`src/design/dhcp_pkg.sv`:
```
// Shared types and constants for the DHCP reply frame parser.
`timescale 1ns / 1ps
package dhcp_pkg;
  localparam int MaxFrameBytes = 2048;
  // Byte counters are PosW + 1 bits, enough to hold the frame limit itself.
  localparam int PosW = $clog2(MaxFrameBytes + 1);

  localparam logic [3:0] ST_OK = 4'd0;
  localparam logic [3:0] ST_SHORT = 4'd1;
  localparam logic [3:0] ST_NOT_IPV4 = 4'd2;
  localparam logic [3:0] ST_NOT_UDP = 4'd3;
  localparam logic [3:0] ST_BAD_IHL = 4'd4;
  localparam logic [3:0] ST_PORTS = 4'd5;
  localparam logic [3:0] ST_NOT_REPLY = 4'd6;
  localparam logic [3:0] ST_XID = 4'd7;
  localparam logic [3:0] ST_ZERO_IP = 4'd8;
  localparam logic [3:0] ST_COOKIE = 4'd9;
  localparam logic [3:0] ST_TYPE = 4'd10;
  localparam logic [3:0] ST_TOO_LONG = 4'd11;

  localparam logic REG_XID = 1'b0;
  localparam logic REG_ACK = 1'b1;

  localparam logic [15:0] ETHERTYPE_IPV4 = 16'h0800;
  localparam logic [31:0] PORT_PAIR = 32'h00430044;
  localparam logic [31:0] DHCP_COOKIE = 32'h63825363;
  localparam logic [7:0]  PROTO_UDP = 8'd17;
  localparam logic [7:0]  BOOT_REPLY = 8'd2;

  localparam logic [7:0] OPT_PAD = 8'h00;
  localparam logic [7:0] OPT_END = 8'hFF;
  localparam logic [7:0] OPT_MASK = 8'd1;
  localparam logic [7:0] OPT_ROUTER = 8'd3;
  localparam logic [7:0] OPT_DNS = 8'd6;
  localparam logic [7:0] OPT_MSGTYPE = 8'd53;
  localparam logic [7:0] OPT_SERVER = 8'd54;
  localparam logic [7:0] MSG_OFFER = 8'd2;
  localparam logic [7:0] MSG_ACK = 8'd5;

  typedef enum logic [1:0] {PH_TYPE, PH_LEN, PH_VALUE, PH_DONE} opt_phase_t;

  // Item passed from the byte front end to the verdict back end.
  typedef struct packed {
    logic [7:0] b;
    logic       last;
    logic       counted;   // byte falls within the frame limit
  } byte_item_t;

  typedef struct packed {
    logic [3:0]  status;
    logic [31:0] offered_ip;
    logic [31:0] subnet_mask;
    logic [31:0] gateway_ip;
    logic [31:0] srv_addr;
    logic [31:0] dns_primary;
    logic [31:0] dns_secondary;
  } verdict_t;
endpackage

```
`src/design/dhcp_front.sv`:
```
// Front end: accept bytes, mark them against the frame limit, queue them.
`timescale 1ns / 1ps
module dhcp_front import dhcp_pkg::*; (
  input  logic       clk,
  input  logic       rst,
  input  logic       in_valid,
  output logic       in_ready,
  input  logic [7:0] in_byte,
  input  logic       in_last,
  output logic       q_valid,
  input  logic       q_ready,
  output byte_item_t q_item
);
  logic [PosW:0] count;
  byte_item_t    mem [2];
  logic          wp, rp;
  logic [1:0]    fill;
  logic          push, pop;

  assign in_ready = (fill != 2'd2);
  assign push = in_valid && in_ready;
  assign q_valid = (fill != 2'd0);
  assign pop = q_valid && q_ready;
  assign q_item = mem[rp];

  always_ff @(posedge clk) begin
    if (push) begin
      mem[wp] <= '{b: in_byte, last: in_last,
                   counted: (count < (PosW + 1)'(MaxFrameBytes))};
    end
    if (rst) begin
      wp <= 1'b0;
      rp <= 1'b0;
      fill <= 2'd0;
      count <= '0;
    end else begin
      if (push) begin
        wp <= ~wp;
        if (in_last) count <= '0;
        else if (count < (PosW + 1)'(MaxFrameBytes)) count <= count + 1'b1;
      end
      if (pop) rp <= ~rp;
      fill <= fill + {1'b0, push} - {1'b0, pop};
    end
  end
endmodule

```
`src/design/dhcp_back.sv`:
```
// Back end: run the header checks and option walk, hold the verdict.
`timescale 1ns / 1ps
module dhcp_back import dhcp_pkg::*; (
  input  logic        clk,
  input  logic        rst,
  input  logic        q_valid,
  output logic        q_ready,
  input  byte_item_t  q_item,
  input  logic [31:0] match_xid,
  input  logic        expect_ack,
  output logic        out_valid,
  input  logic        out_ready,
  output verdict_t    out_v
);
  logic [PosW:0] pos;
  logic          too_long;
  logic [3:0]    ihl, fail;
  logic [31:0]   sh, yiaddr, siaddr;
  logic [31:0]   cap [5];
  opt_phase_t    ph;
  logic [7:0]    otype, olen, ocnt, ofirst;
  logic [31:0]   w0, w1;
  logic [1:0]    tm;
  logic          take;

  logic [31:0]   sh_n;
  logic [PosW:0] udp, boot;
  logic [PosW:0] len;

  assign q_ready = !out_valid || out_ready;
  assign take = q_valid && q_ready;
  assign sh_n = {sh[23:0], q_item.b};
  assign udp = (PosW + 1)'(14) + {{(PosW - 5){1'b0}}, ihl, 2'b00};
  assign boot = udp + (PosW + 1)'(8);
  assign len = q_item.counted ? pos + 1'b1 : pos;

  // Fail check is evaluated on the current byte only; the verdict uses the next-state
  // values, so the checks of the last byte itself count toward the verdict.
  logic [3:0] f_now;
  logic [3:0] ihl_now;
  logic [31:0] cap_n [5];
  logic [1:0] tm_n;
  opt_phase_t ph_n;
  logic [7:0] otype_n, olen_n, ocnt_n, ofirst_n;
  logic [31:0] w0_n, w1_n, ya_n, si_n;
  logic [PosW:0] udp_n, boot_n;
  logic [PosW:0] need_n, len_n;
  logic [3:0] stat_n;
  logic opt_commit;
  verdict_t v_n;

  always_comb begin
    f_now = fail;
    ihl_now = ihl;
    cap_n = cap;
    tm_n = tm;
    ph_n = ph;
    otype_n = otype;
    olen_n = olen;
    ocnt_n = ocnt;
    ofirst_n = ofirst;
    w0_n = w0;
    w1_n = w1;
    ya_n = yiaddr;
    si_n = siaddr;
    opt_commit = 1'b0;
    if (q_item.counted && fail == ST_OK) begin
      if (pos == (PosW + 1)'(13) && sh_n[15:0] != ETHERTYPE_IPV4) f_now = ST_NOT_IPV4;
      else if (pos == (PosW + 1)'(14)) ihl_now = q_item.b[3:0];
      else if (pos == (PosW + 1)'(23)) begin
        if (q_item.b != PROTO_UDP) f_now = ST_NOT_UDP;
        else if (ihl < 4'd5) f_now = ST_BAD_IHL;
      end else if (pos >= (PosW + 1)'(34)) begin
        if (pos == udp + (PosW + 1)'(3)) begin
          if (sh_n != PORT_PAIR) f_now = ST_PORTS;
        end else if (pos == boot) begin
          if (q_item.b != BOOT_REPLY) f_now = ST_NOT_REPLY;
        end else if (pos == boot + (PosW + 1)'(7)) begin
          if (sh_n != match_xid) f_now = ST_XID;
        end else if (pos == boot + (PosW + 1)'(19)) begin
          ya_n = sh_n;
          if (sh_n == 32'd0) f_now = ST_ZERO_IP;
        end else if (pos == boot + (PosW + 1)'(23)) begin
          si_n = sh_n;
        end else if (pos == boot + (PosW + 1)'(239)) begin
          if (sh_n != DHCP_COOKIE) f_now = ST_COOKIE;
        end else if (pos >= boot + (PosW + 1)'(240)) begin
          case (ph)
            PH_TYPE: begin
              if (q_item.b == OPT_END) ph_n = PH_DONE;
              else if (q_item.b != OPT_PAD) begin
                otype_n = q_item.b;
                ph_n = PH_LEN;
              end
            end
            PH_LEN: begin
              olen_n = q_item.b;
              ocnt_n = 8'd0;
              if (q_item.b == 8'd0) begin
                opt_commit = 1'b1;
                ph_n = PH_TYPE;
              end else ph_n = PH_VALUE;
            end
            PH_VALUE: begin
              if (ocnt == 8'd0) ofirst_n = q_item.b;
              if (ocnt == 8'd3) w0_n = sh_n;
              if (ocnt == 8'd7) w1_n = sh_n;
              ocnt_n = ocnt + 8'd1;
              if ({1'b0, ocnt} + 9'd1 >= {1'b0, olen}) begin
                opt_commit = 1'b1;
                ph_n = PH_TYPE;
              end
            end
            default: ;
          endcase
          if (opt_commit) begin
            if (otype_n == OPT_MSGTYPE && olen_n >= 8'd1) begin
              if (ofirst_n == MSG_OFFER) tm_n[0] = 1'b1;
              if (ofirst_n == MSG_ACK) tm_n[1] = 1'b1;
            end else if (olen_n >= 8'd4) begin
              case (otype_n)
                OPT_MASK: cap_n[0] = w0_n;
                OPT_ROUTER: cap_n[1] = w0_n;
                OPT_SERVER: cap_n[2] = w0_n;
                OPT_DNS: begin
                  cap_n[3] = w0_n;
                  if (olen_n >= 8'd8) cap_n[4] = w1_n;
                end
                default: ;
              endcase
            end
          end
        end
      end
    end
    udp_n = (PosW + 1)'(14) + {{(PosW - 5){1'b0}}, ihl_now, 2'b00};
    boot_n = udp_n + (PosW + 1)'(8);
    len_n = len;
    case (f_now)
      ST_NOT_IPV4: need_n = (PosW + 1)'(14);
      ST_NOT_UDP, ST_BAD_IHL: need_n = (PosW + 1)'(34);
      ST_PORTS: need_n = boot_n;
      default: need_n = boot_n + (PosW + 1)'(240);
    endcase
    if (too_long || !q_item.counted) stat_n = ST_TOO_LONG;
    else if (f_now != ST_OK) stat_n = (len_n >= need_n) ? f_now : ST_SHORT;
    else if (len_n < boot_n + (PosW + 1)'(240)) stat_n = ST_SHORT;
    else if ((tm_n & (expect_ack ? 2'b10 : 2'b01)) == 2'b00) stat_n = ST_TYPE;
    else stat_n = ST_OK;

    v_n = '0;
    v_n.status = stat_n;
    if (stat_n == ST_OK) begin
      v_n.offered_ip = ya_n;
      v_n.subnet_mask = cap_n[0];
      v_n.gateway_ip = cap_n[1];
      if (!expect_ack) begin
        v_n.srv_addr = (cap_n[2] != 32'd0) ? cap_n[2] : si_n;
        v_n.dns_primary = cap_n[3];
        v_n.dns_secondary = cap_n[4];
      end
    end
  end

  always_ff @(posedge clk) begin
    if (rst) begin
      out_valid <= 1'b0;
      pos <= '0; too_long <= 1'b0; ihl <= '0; fail <= '0; sh <= '0;
      yiaddr <= '0; siaddr <= '0; ph <= PH_TYPE; tm <= '0;
      otype <= '0; olen <= '0; ocnt <= '0; ofirst <= '0; w0 <= '0; w1 <= '0;
      for (int k = 0; k < 5; k++) cap[k] <= '0;
    end else begin
      out_valid <= (take && q_item.last) || (out_valid && !out_ready);
      if (take) begin
        if (q_item.last) begin
          out_v <= v_n;
          pos <= '0; too_long <= 1'b0; ihl <= '0; fail <= '0; sh <= '0;
          yiaddr <= '0; siaddr <= '0; ph <= PH_TYPE; tm <= '0;
          otype <= '0; olen <= '0; ocnt <= '0; ofirst <= '0; w0 <= '0; w1 <= '0;
          for (int k = 0; k < 5; k++) cap[k] <= '0;
        end else if (!q_item.counted) begin
          too_long <= 1'b1;
        end else begin
          pos <= pos + 1'b1;
          sh <= sh_n;
          fail <= f_now; ihl <= ihl_now; yiaddr <= ya_n; siaddr <= si_n;
          ph <= ph_n; tm <= tm_n; otype <= otype_n; olen <= olen_n;
          ocnt <= ocnt_n; ofirst <= ofirst_n; w0 <= w0_n; w1 <= w1_n;
          for (int k = 0; k < 5; k++) cap[k] <= cap_n[k];
        end
      end
    end
  end
endmodule

```
`src/design/dhcp_reply_frame_parser_unit.sv`:
```
// Top level: DHCP offer/ack frame parser with config registers.
//   channel  | dir | contents
//   s_axis   | in  | tdata = frame_byte[7:0]; tlast = last_byte
//   m_axis   | out | tdata = status, offered_ip, subnet_mask, gateway_ip,
//            |     |   srv_addr, dns_primary, dns_secondary (low bits first)
//   cfg      | in  | cfg_we, cfg_index, cfg_data (0 match_xid, 1 expect_ack)
// One byte per cycle sustained while the result side is ready; a two-entry queue parts byte intake from the
// check logic, and the verdict sits in an output register.
// Synchronous reset clears frame state and registers.
// A stalled result stalls the check logic; the queue then fills and drops ready.
`timescale 1ns / 1ps
module dhcp_reply_frame_parser_unit import dhcp_pkg::*; (
  input  logic         clk,
  input  logic         rst,
  input  logic         s_axis_tvalid,
  output logic         s_axis_tready,
  input  logic [7:0]   s_axis_tdata,   // frame_byte
  input  logic         s_axis_tlast,   // last_byte
  output logic         m_axis_tvalid,
  input  logic         m_axis_tready,
  output logic [199:0] m_axis_tdata,   // status, offered_ip .. dns_secondary
  input  logic         cfg_we,
  input  logic         cfg_index,
  input  logic [31:0]  cfg_data
);
  logic [31:0] match_xid;
  logic        expect_ack;
  logic        q_valid, q_ready;
  byte_item_t  q_item;
  verdict_t    v;

  always_ff @(posedge clk) begin
    if (rst) begin
      match_xid <= '0;
      expect_ack <= 1'b0;
    end else if (cfg_we) begin
      if (cfg_index == REG_XID) match_xid <= cfg_data;
      else expect_ack <= cfg_data[0];
    end
  end

  dhcp_front u_front (
    .clk, .rst, .in_valid(s_axis_tvalid), .in_ready(s_axis_tready),
    .in_byte(s_axis_tdata), .in_last(s_axis_tlast),
    .q_valid, .q_ready, .q_item
  );

  dhcp_back u_back (
    .clk, .rst, .q_valid, .q_ready, .q_item, .match_xid, .expect_ack,
    .out_valid(m_axis_tvalid), .out_ready(m_axis_tready), .out_v(v)
  );

  assign m_axis_tdata = {4'd0, v.dns_secondary, v.dns_primary, v.srv_addr,
                         v.gateway_ip, v.subnet_mask, v.offered_ip, v.status};
endmodule

```
`config.mk`:
```
export PLATFORM = sky130hd
export DESIGN_NAME = dhcp_reply_frame_parser_unit
export DESIGN_NICKNAME = d
export VERILOG_FILES = /design/src/design/dhcp_pkg.sv /design/src/design/dhcp_front.sv /design/src/design/dhcp_back.sv /design/src/design/dhcp_reply_frame_parser_unit.sv
export SDC_FILE = /design/constraint.sdc
export NUM_CORES = 1
export LEC_CHECK = 0
export BUFFER_PORTS_ARGS = -buffer_cell sky130_fd_sc_hd__buf_2
export CELL_PAD_IN_SITES_DETAIL_PLACEMENT = 0
export CELL_PAD_IN_SITES_GLOBAL_PLACEMENT = 1
export CORE_MARGIN = 2
export CORE_UTILIZATION = 47
export CTS_CLUSTER_SIZE = 30
export DETAILED_ROUTE_END_ITERATION = 12
export PLACE_DENSITY_LB_ADDON = 0.1
export SYNTH_ARGS = -nofsm -noshare
export SYNTH_HDL_FRONTEND = slang
export SYNTH_HIERARCHICAL = 1
export SYNTH_SLANG_ARGS = --single-unit
```
`constraint.sdc`:
```
create_clock -name clk -period 22.2 [get_ports clk]
set_input_delay 0 -clock clk [delete_from_list [all_inputs] [get_ports clk]]
set_output_delay 0 -clock clk [all_outputs]
set_load 0.005 [all_outputs]
```
# --- Yosys cells after proc, flatten, opt, wreduce, memory -nomap -nowiden ---
# Memory sizes are Yosys's and may differ from the RTL's. A register that Yosys moved wholly into a read port is not among the register bits.
# Index checks and enable logic that the tools add are counted.
word_totals:
  ff_bits: 617
  ram_bits: 20
  inputBits: 47
  output_inout_bits: 202
  wordCells: 427
  memories: 1
mem_list:
  columns: ["memory", "words", "width", "rd", "rd_ports_with_merged_regs", "wr", "line_no", "rtl"]
  rows:
  - ["u_front.mem", 2, 10, 1, 1, 1, "dhcp_front.sv:15", "byte_item_t mem [2];"]
classes:
  add_sub_neg: 17
  magnitude_cmp: 10
  n_eq_ne: 44
  muxes: 273
  bitwise: 6
  n_reduce_logical: 42
op_table:
  columns: ["cell", "n"]
  rows:
  - ["$mux 160", 17]
  - ["$mux 32", 60]
  - ["$mux 8", 98]
  - ["$mux 4", 30]
  - ["$eq 13x13->1", 6]
  - ["$mux 2", 35]
  - ["$mux 64", 1]
  - ["$mux 13", 4]
  - ["$mux 24", 2]
  - ["$add 13x8->13 const B", 3]
  - ["$pmux 13 s3", 1]
  - ["$logic_not 32->1", 1]
  - ["$ne 32x23->1 const B", 1]
  - ["$ne 32x31->1 const B", 1]
  - ["$ne 32x32->1", 1]
  - ["$reduce_bool 32->1", 1]
  - ["$add 13x1->13 const B", 2]
  - ["$add 13x4->13 const B", 2]
  - ["$add 13x5->13 const B", 2]
  - ["$eq 13x4->1 const B", 2]
  - ["$ge 13x13->1", 2]
  - ["$eq 8x2->1 const B", 3]
  - ["$eq 8x3->1 const B", 3]
  - ["$mux 1", 22]
  - ["51 further kinds", 92]

# --- Depth between registers and ports, before layout ---
depth:
  word_depth: 41
  ltp_mapped: 30
  depth_no_buf: 27

# --- Modules after synthesis ---
# The synthesis kept the hierarchy.
modules_own_cells:
  columns: ["module", "n_inst", "cells_each", "area_each_um2", "seq_area_each_um2"]
  rows:
  - ["dhcp_back", 1, 2957, 27072.2, 13312.8]
  - ["dhcp_reply_frame_parser_unit", 1, 154, 1647.8, 660.6]
  - ["dhcp_front", 1, 125, 1541.5, 960.9]

# --- Least setup slack after synthesis ---
# Ideal clock, no wire load.
synth_timing:
  kind: "reg-to-reg"
  start: "reg with a tool-made name"
  end: "reg u_back/out_v[0] in the netlist's numbering (enable)"
  setup_ns: 0.992
  arrival_ns: 14.578
  t_required_ns: 21.208
  path_slack_ns: 6.630
  stages_incl_launch_ff: 7
  n_path_buf: 3
  period_less_slack_ns: 15.570
  cell_sequence: "dfxtp_1 > clkbuf_1 > mux2_2 > inv_1 > clkbuf_1 > clkbuf_1 > nor3_1"
synth_lines:
  columns: ["item", "line_no", "rtl"]
  rows:
  - ["to (signal assigned)", "dhcp_back.sv:176", "out_v <= v_n;"]
  - ["to (decl)", "dhcp_back.sv:13", "output verdict_t out_v"]

==> summary.json <==
{
  "run_status": {"value": "finished, violations left"},
  "violations": {"value": "slew limit"},
  "hold_path.class": {"value": "in -> reg"},
  "synth_flop_type": {"value": "sky130_fd_sc_hd__dfxtp_1"},
  "setup_tns": {"value": 0, "unit": "ns"},
  "cts.reportedPaths.clkPinSlew": {"value": 0.06, "unit": "ns"},
  "boundaryPins": {"value": 249},
  "hold_violations": {"value": 0},
  "rows": {"value": 93},
  "clock_tree.buffer_depth": {"value": 3},
  "yosysSeqAreaShare": {"value": 49.35, "unit": "%"},
  "setup_violating_endpoint_count_in_the_final_report": {"value": 0},
  "drt-vias-per-instance": {"value": 5.985},
  "worst_setup_path_end_kind": {"value": "register"},
  "synth_common_cells": {"value": "422 x sky130_fd_sc_hd__dfxtp_1, 413 x sky130_fd_sc_hd__nand2_1, 357 x sky130_fd_sc_hd__nor2_1"},
  "syn-instance-count": {"value": 3236},
  "area_delta_synth_final": {"value": 16.84, "unit": "%"},
  "dieHeight": {"value": 257.7, "unit": "microns"},
  "cellPowerDensity": {"value": 86.07, "unit": "nW/um^2"},
  "cts_num_sinks": {"value": 638},
  "postRouteAntennaNets": {"value": 0},
  "synth_seq_cells": {"value": 638},
  "clk-insertion-delay-late": {"value": 0.62, "unit": "ns"},
  "p_leak": {"value": 12.05, "unit": "nW"},
  "finalCritPeriodShare": {"value": 37.84, "unit": "%"},
  "synth_compound_gate_area_share": {"value": 17.65, "unit": "%"},
  "place.detailed.hpwl": {"value": 63.14, "unit": "mm"},
  "wire_length_per_cell": {"value": 23.10, "unit": "microns"},
  "start_util": {"value": 47.28, "unit": "%"},
  "gp_congestion": {"value": 0.8906},
  "antenna_found_initial": {"value": 2},
  "number_of_synthesized_flops_with_an_enable_pin": {"value": 216},
  "routed-via-count": {"value": 26000},
  "grt_pass1_vias": {"value": 24690},
  "synth_most_common_cell": {"value": "sky130_fd_sc_hd__dfxtp_1"},
  "preCtsSetupSlack": {"value": 13.93, "unit": "ns"},
  "max_slew_margin": {"value": -16.77, "unit": "%"},
  "cts_made_buffers": {"value": 71},
  "yosys.area.top_type_share": {"value": 27.92, "unit": "%"},
  "cts_root_buf": {"value": "sky130_fd_sc_hd__clkbuf_16"},
  "fin_crit": {"value": 8.401, "unit": "ns"},
  "critical_path.max_fanout": {"value": 79},
  "place.port_buffers": {"value": 244},
  "tightest_slew": {"value": 1.752, "unit": "ns"},
  "drv_cap": {"value": 0},
  "cts-htree-levels": {"value": 3},
  "final-max-slew-violation-count": {"value": 125},
  "max_clock_freq": {"value": 119.0, "unit": "MHz"},
  "grt_use_total": {"value": 29.43, "unit": "%"},
  "final.setup.worst_slack": {"value": 13.80, "unit": "ns"},
  "yosys.area_share.xor_xnor": {"value": 2.258, "unit": "%"},
  "first_pass_grt_wire_length": {"value": 152.1, "unit": "mm"},
  "drtPass1Iterations": {"value": 6},
  "cp.required": {"value": 22.58, "unit": "ns"},
  "synthesis.yosys.warnings": {"value": 6},
  "synth-adder-area-share": {"value": 2.191, "unit": "%"},
  "rsz0062_at_grt": {"value": "no"},
  "criticalPathCategory": {"value": "reg -> reg"},
  "vdd_ir_drop_max": {"value": 54.28, "unit": "uV"},
  "drt-initial-drc-count": {"value": 2656},
  "tritoncts_clock_tree": {"value": "built"},
  "drc": {"value": 0},
  "die_w": {"value": 257.7, "unit": "microns"},
  "grt_start_max_net_pins": {"value": 193},
  "synth.area.mux_share": {"value": 4.155, "unit": "%"},
  "synthTopCellsByArea": {"value": "sky130_fd_sc_hd__dfxtp_1 28%, sky130_fd_sc_hd__edfxtp_1 21%, sky130_fd_sc_hd__nand2_1 5.1%"},
  "fp.dieArea": {"value": 66430, "unit": "sq um"},
  "synth_simple_gate_area_share": {"value": 19.18, "unit": "%"},
  "async_reset_ff_share": {"value": 0, "unit": "%"},
  "final_nets": {"value": 3530},
  "share_of_post_route_cells_with_drive_strength_above_1": {"value": 15.74, "unit": "%"},
  "post_synth_instance_area": {"value": 30260, "unit": "sq um"},
  "synthesized_area_divided_by_synthesized_cell_count": {"value": 9.352, "unit": "sq um"},
  "synth_top_family_by_area": {"value": "simple AND/OR/NAND/NOR gates"},
  "finalCoreUtilization": {"value": 55.25, "unit": "%"},
  "antenna-diode-count": {"value": 0},
  "overflow": {"value": 0},
  "distinct_cell_type_count_after_synthesis": {"value": 87},
  "critical_path.startpoint_type": {"value": "register"},
  "core_area": {"value": 64000, "unit": "sq um"},
  "critical_path_arrival": {"value": 8.78, "unit": "ns"},
  "synth_area_leader_cell": {"value": "sky130_fd_sc_hd__dfxtp_1"},
  "finClkSkew": {"value": 0.03607, "unit": "ns"},
  "drt_wl_total": {"value": 100.3, "unit": "mm"}
}
## sequential cells by signal (all words and copies together) (netlist names), 4 cells and up, named ones only
name,count
u_back/yiaddr,32
u_back/ofirst,8
u_back/ocnt,8
u_back/pos,13
u_back/w1,32
u_back/otype,8
u_front/count,13
u_back/out_v,196
u_back/olen,8
u_back/w0,32
u_back/fail,4
u_back/sh,24
u_back/ihl,4
match_xid,32
u_back/cap,160
u_front/mem,20
u_back/siaddr,32
## power by group
group / total (W) / leakage, nW / internal, W / switching [W]
clock: 0.00119 / 1.16 / 0.000700 / 0.000492
combinational: 0.000534 / 5.46 / 0.000126 / 0.000408
sequential: 0.00132 / 5.43 / 0.00128 / 0.0000375
## through the flow
stage | total power [W] | instance area [sq um] | hold slack [ns] | cells
2_1_floorplan | 0.001643 | 30270 | 0.09887 | 3239
6_report | 0.003043 | 35360 | 0.1489 | 4343
5_1_grt | 0.003147 | 35360 | 0.1649 | 4343
3_3_place_gp | 0.001848 | 32010 | 0.2294 | 4115
3_5_place_dp | 0.001853 | 32010 | 0.2309 | 4115
4_1_cts | 0.003053 | 35350 | 0.1235 | 4343
## cells in the final DEF (no fill, tap or decap), types with 27 or more instances in the layout
cell	netlist	final
sky130_fd_sc_hd__a211oi_1	68	68
sky130_fd_sc_hd__a21oi_1	172	170
sky130_fd_sc_hd__a22o_1	27	27
sky130_fd_sc_hd__a22oi_1	183	183
sky130_fd_sc_hd__buf_2	20	243
sky130_fd_sc_hd__buf_4	7	58
sky130_fd_sc_hd__clkbuf_16	0	73
sky130_fd_sc_hd__dfxtp_1	422	422
sky130_fd_sc_hd__dlygate4sd3_1	0	97
sky130_fd_sc_hd__edfxtp_1	216	216
sky130_fd_sc_hd__ha_1	53	53
sky130_fd_sc_hd__inv_1	104	104
sky130_fd_sc_hd__mux2_2	45	45
sky130_fd_sc_hd__mux2i_1	75	74
sky130_fd_sc_hd__nand2_1	413	411
sky130_fd_sc_hd__nand2b_1	78	78
sky130_fd_sc_hd__nand3_1	56	56
sky130_fd_sc_hd__nand4_1	68	68
sky130_fd_sc_hd__nand4bb_1	32	32
sky130_fd_sc_hd__nor2_1	357	353
sky130_fd_sc_hd__nor3_1	31	28
sky130_fd_sc_hd__nor4_1	39	35
sky130_fd_sc_hd__o21a_1	45	45
sky130_fd_sc_hd__o21ai_0	72	71
sky130_fd_sc_hd__o21ai_2	30	33
sky130_fd_sc_hd__o32ai_1	68	68
sky130_fd_sc_hd__xnor2_1	59	59
## final cells by class
class                   count  area, sq um
clock buffers             105         2077
clock inverters            26        290.3
fillers                  5708        28640
inverters                 104        390.4
multi-input cells        2215        13940
flip-flops and latches    638        14930
well taps                 855         1070
repair buffers            400         2658
## layer usage
metal | global-route usage [%] | wire length, microns | up-vias
li1 | - | - | 12000
met1 | 42.55 | 45070 | 12700
met2 | 45.74 | 44950 | 1137
met3 | 4.015 | 7625 | 160
met4 | 9.152 | 2660 | 0
met5 | 0 | 0 | -
## cell families (layout without fill, tap and decap cells)
kind of cell / count (synthesis) / count (layout)
compound gates: 759 / 759
xor+xnor: 73 / 73
fa+ha+maj: 53 / 53
buf+inv: 386 / 635
flops: 638 / 638
mux: 120 / 120
other cells: 1 / 4
simple gates: 1206 / 1206
## timing repair
action	CTS	global route
hold buffers	97	0
setup endpoints to repair	0	0
gates resized for setup	0	0
hold endpoints to repair	78	0
setup buffers	0	0
## worst paths after layout
kind	from	end	slack, ns	depth (start not counted)
worst max-delay path	register	u_back/out_v[95]	13.80	26
worst min register to register	u_back/w0[29]	u_back/w0[29]	0.45	2
worst max register to register	register	u_back/out_v[95]	13.80	26
worst min-delay path	s_axis_tdata[3]	u_front/mem[1][5]	0.15	2
## critical path, stage by stage (launching register included)
cell	delay [ns]
sky130_fd_sc_hd__dfxtp_1	0.58
sky130_fd_sc_hd__mux2_2	0.56
sky130_fd_sc_hd__nor4_2	0.44
sky130_fd_sc_hd__and2_1	0.25
sky130_fd_sc_hd__a41oi_1	0.22
sky130_fd_sc_hd__nor3_1	1.01
sky130_fd_sc_hd__a21oi_1	0.26
sky130_fd_sc_hd__inv_1	0.16
sky130_fd_sc_hd__ha_1	0.17
sky130_fd_sc_hd__inv_1	0.07
sky130_fd_sc_hd__xnor2_1	0.33
sky130_fd_sc_hd__inv_1	0.09
sky130_fd_sc_hd__ha_1	0.21
sky130_fd_sc_hd__ha_1	0.31
sky130_fd_sc_hd__ha_1	0.21
sky130_fd_sc_hd__or4_1	0.39
sky130_fd_sc_hd__a21oi_1	0.11
sky130_fd_sc_hd__o21ai_0	0.09
sky130_fd_sc_hd__a21oi_1	0.19
sky130_fd_sc_hd__nand2_1	0.13
sky130_fd_sc_hd__nand2_1	0.12
sky130_fd_sc_hd__a211oi_1	0.07
sky130_fd_sc_hd__o2111ai_4	0.12
sky130_fd_sc_hd__buf_4	0.48
sky130_fd_sc_hd__or2_4	0.35
sky130_fd_sc_hd__buf_4	0.78
sky130_fd_sc_hd__o21ba_1	0.25
Note: power is estimated with default switching activity, not from simulation.
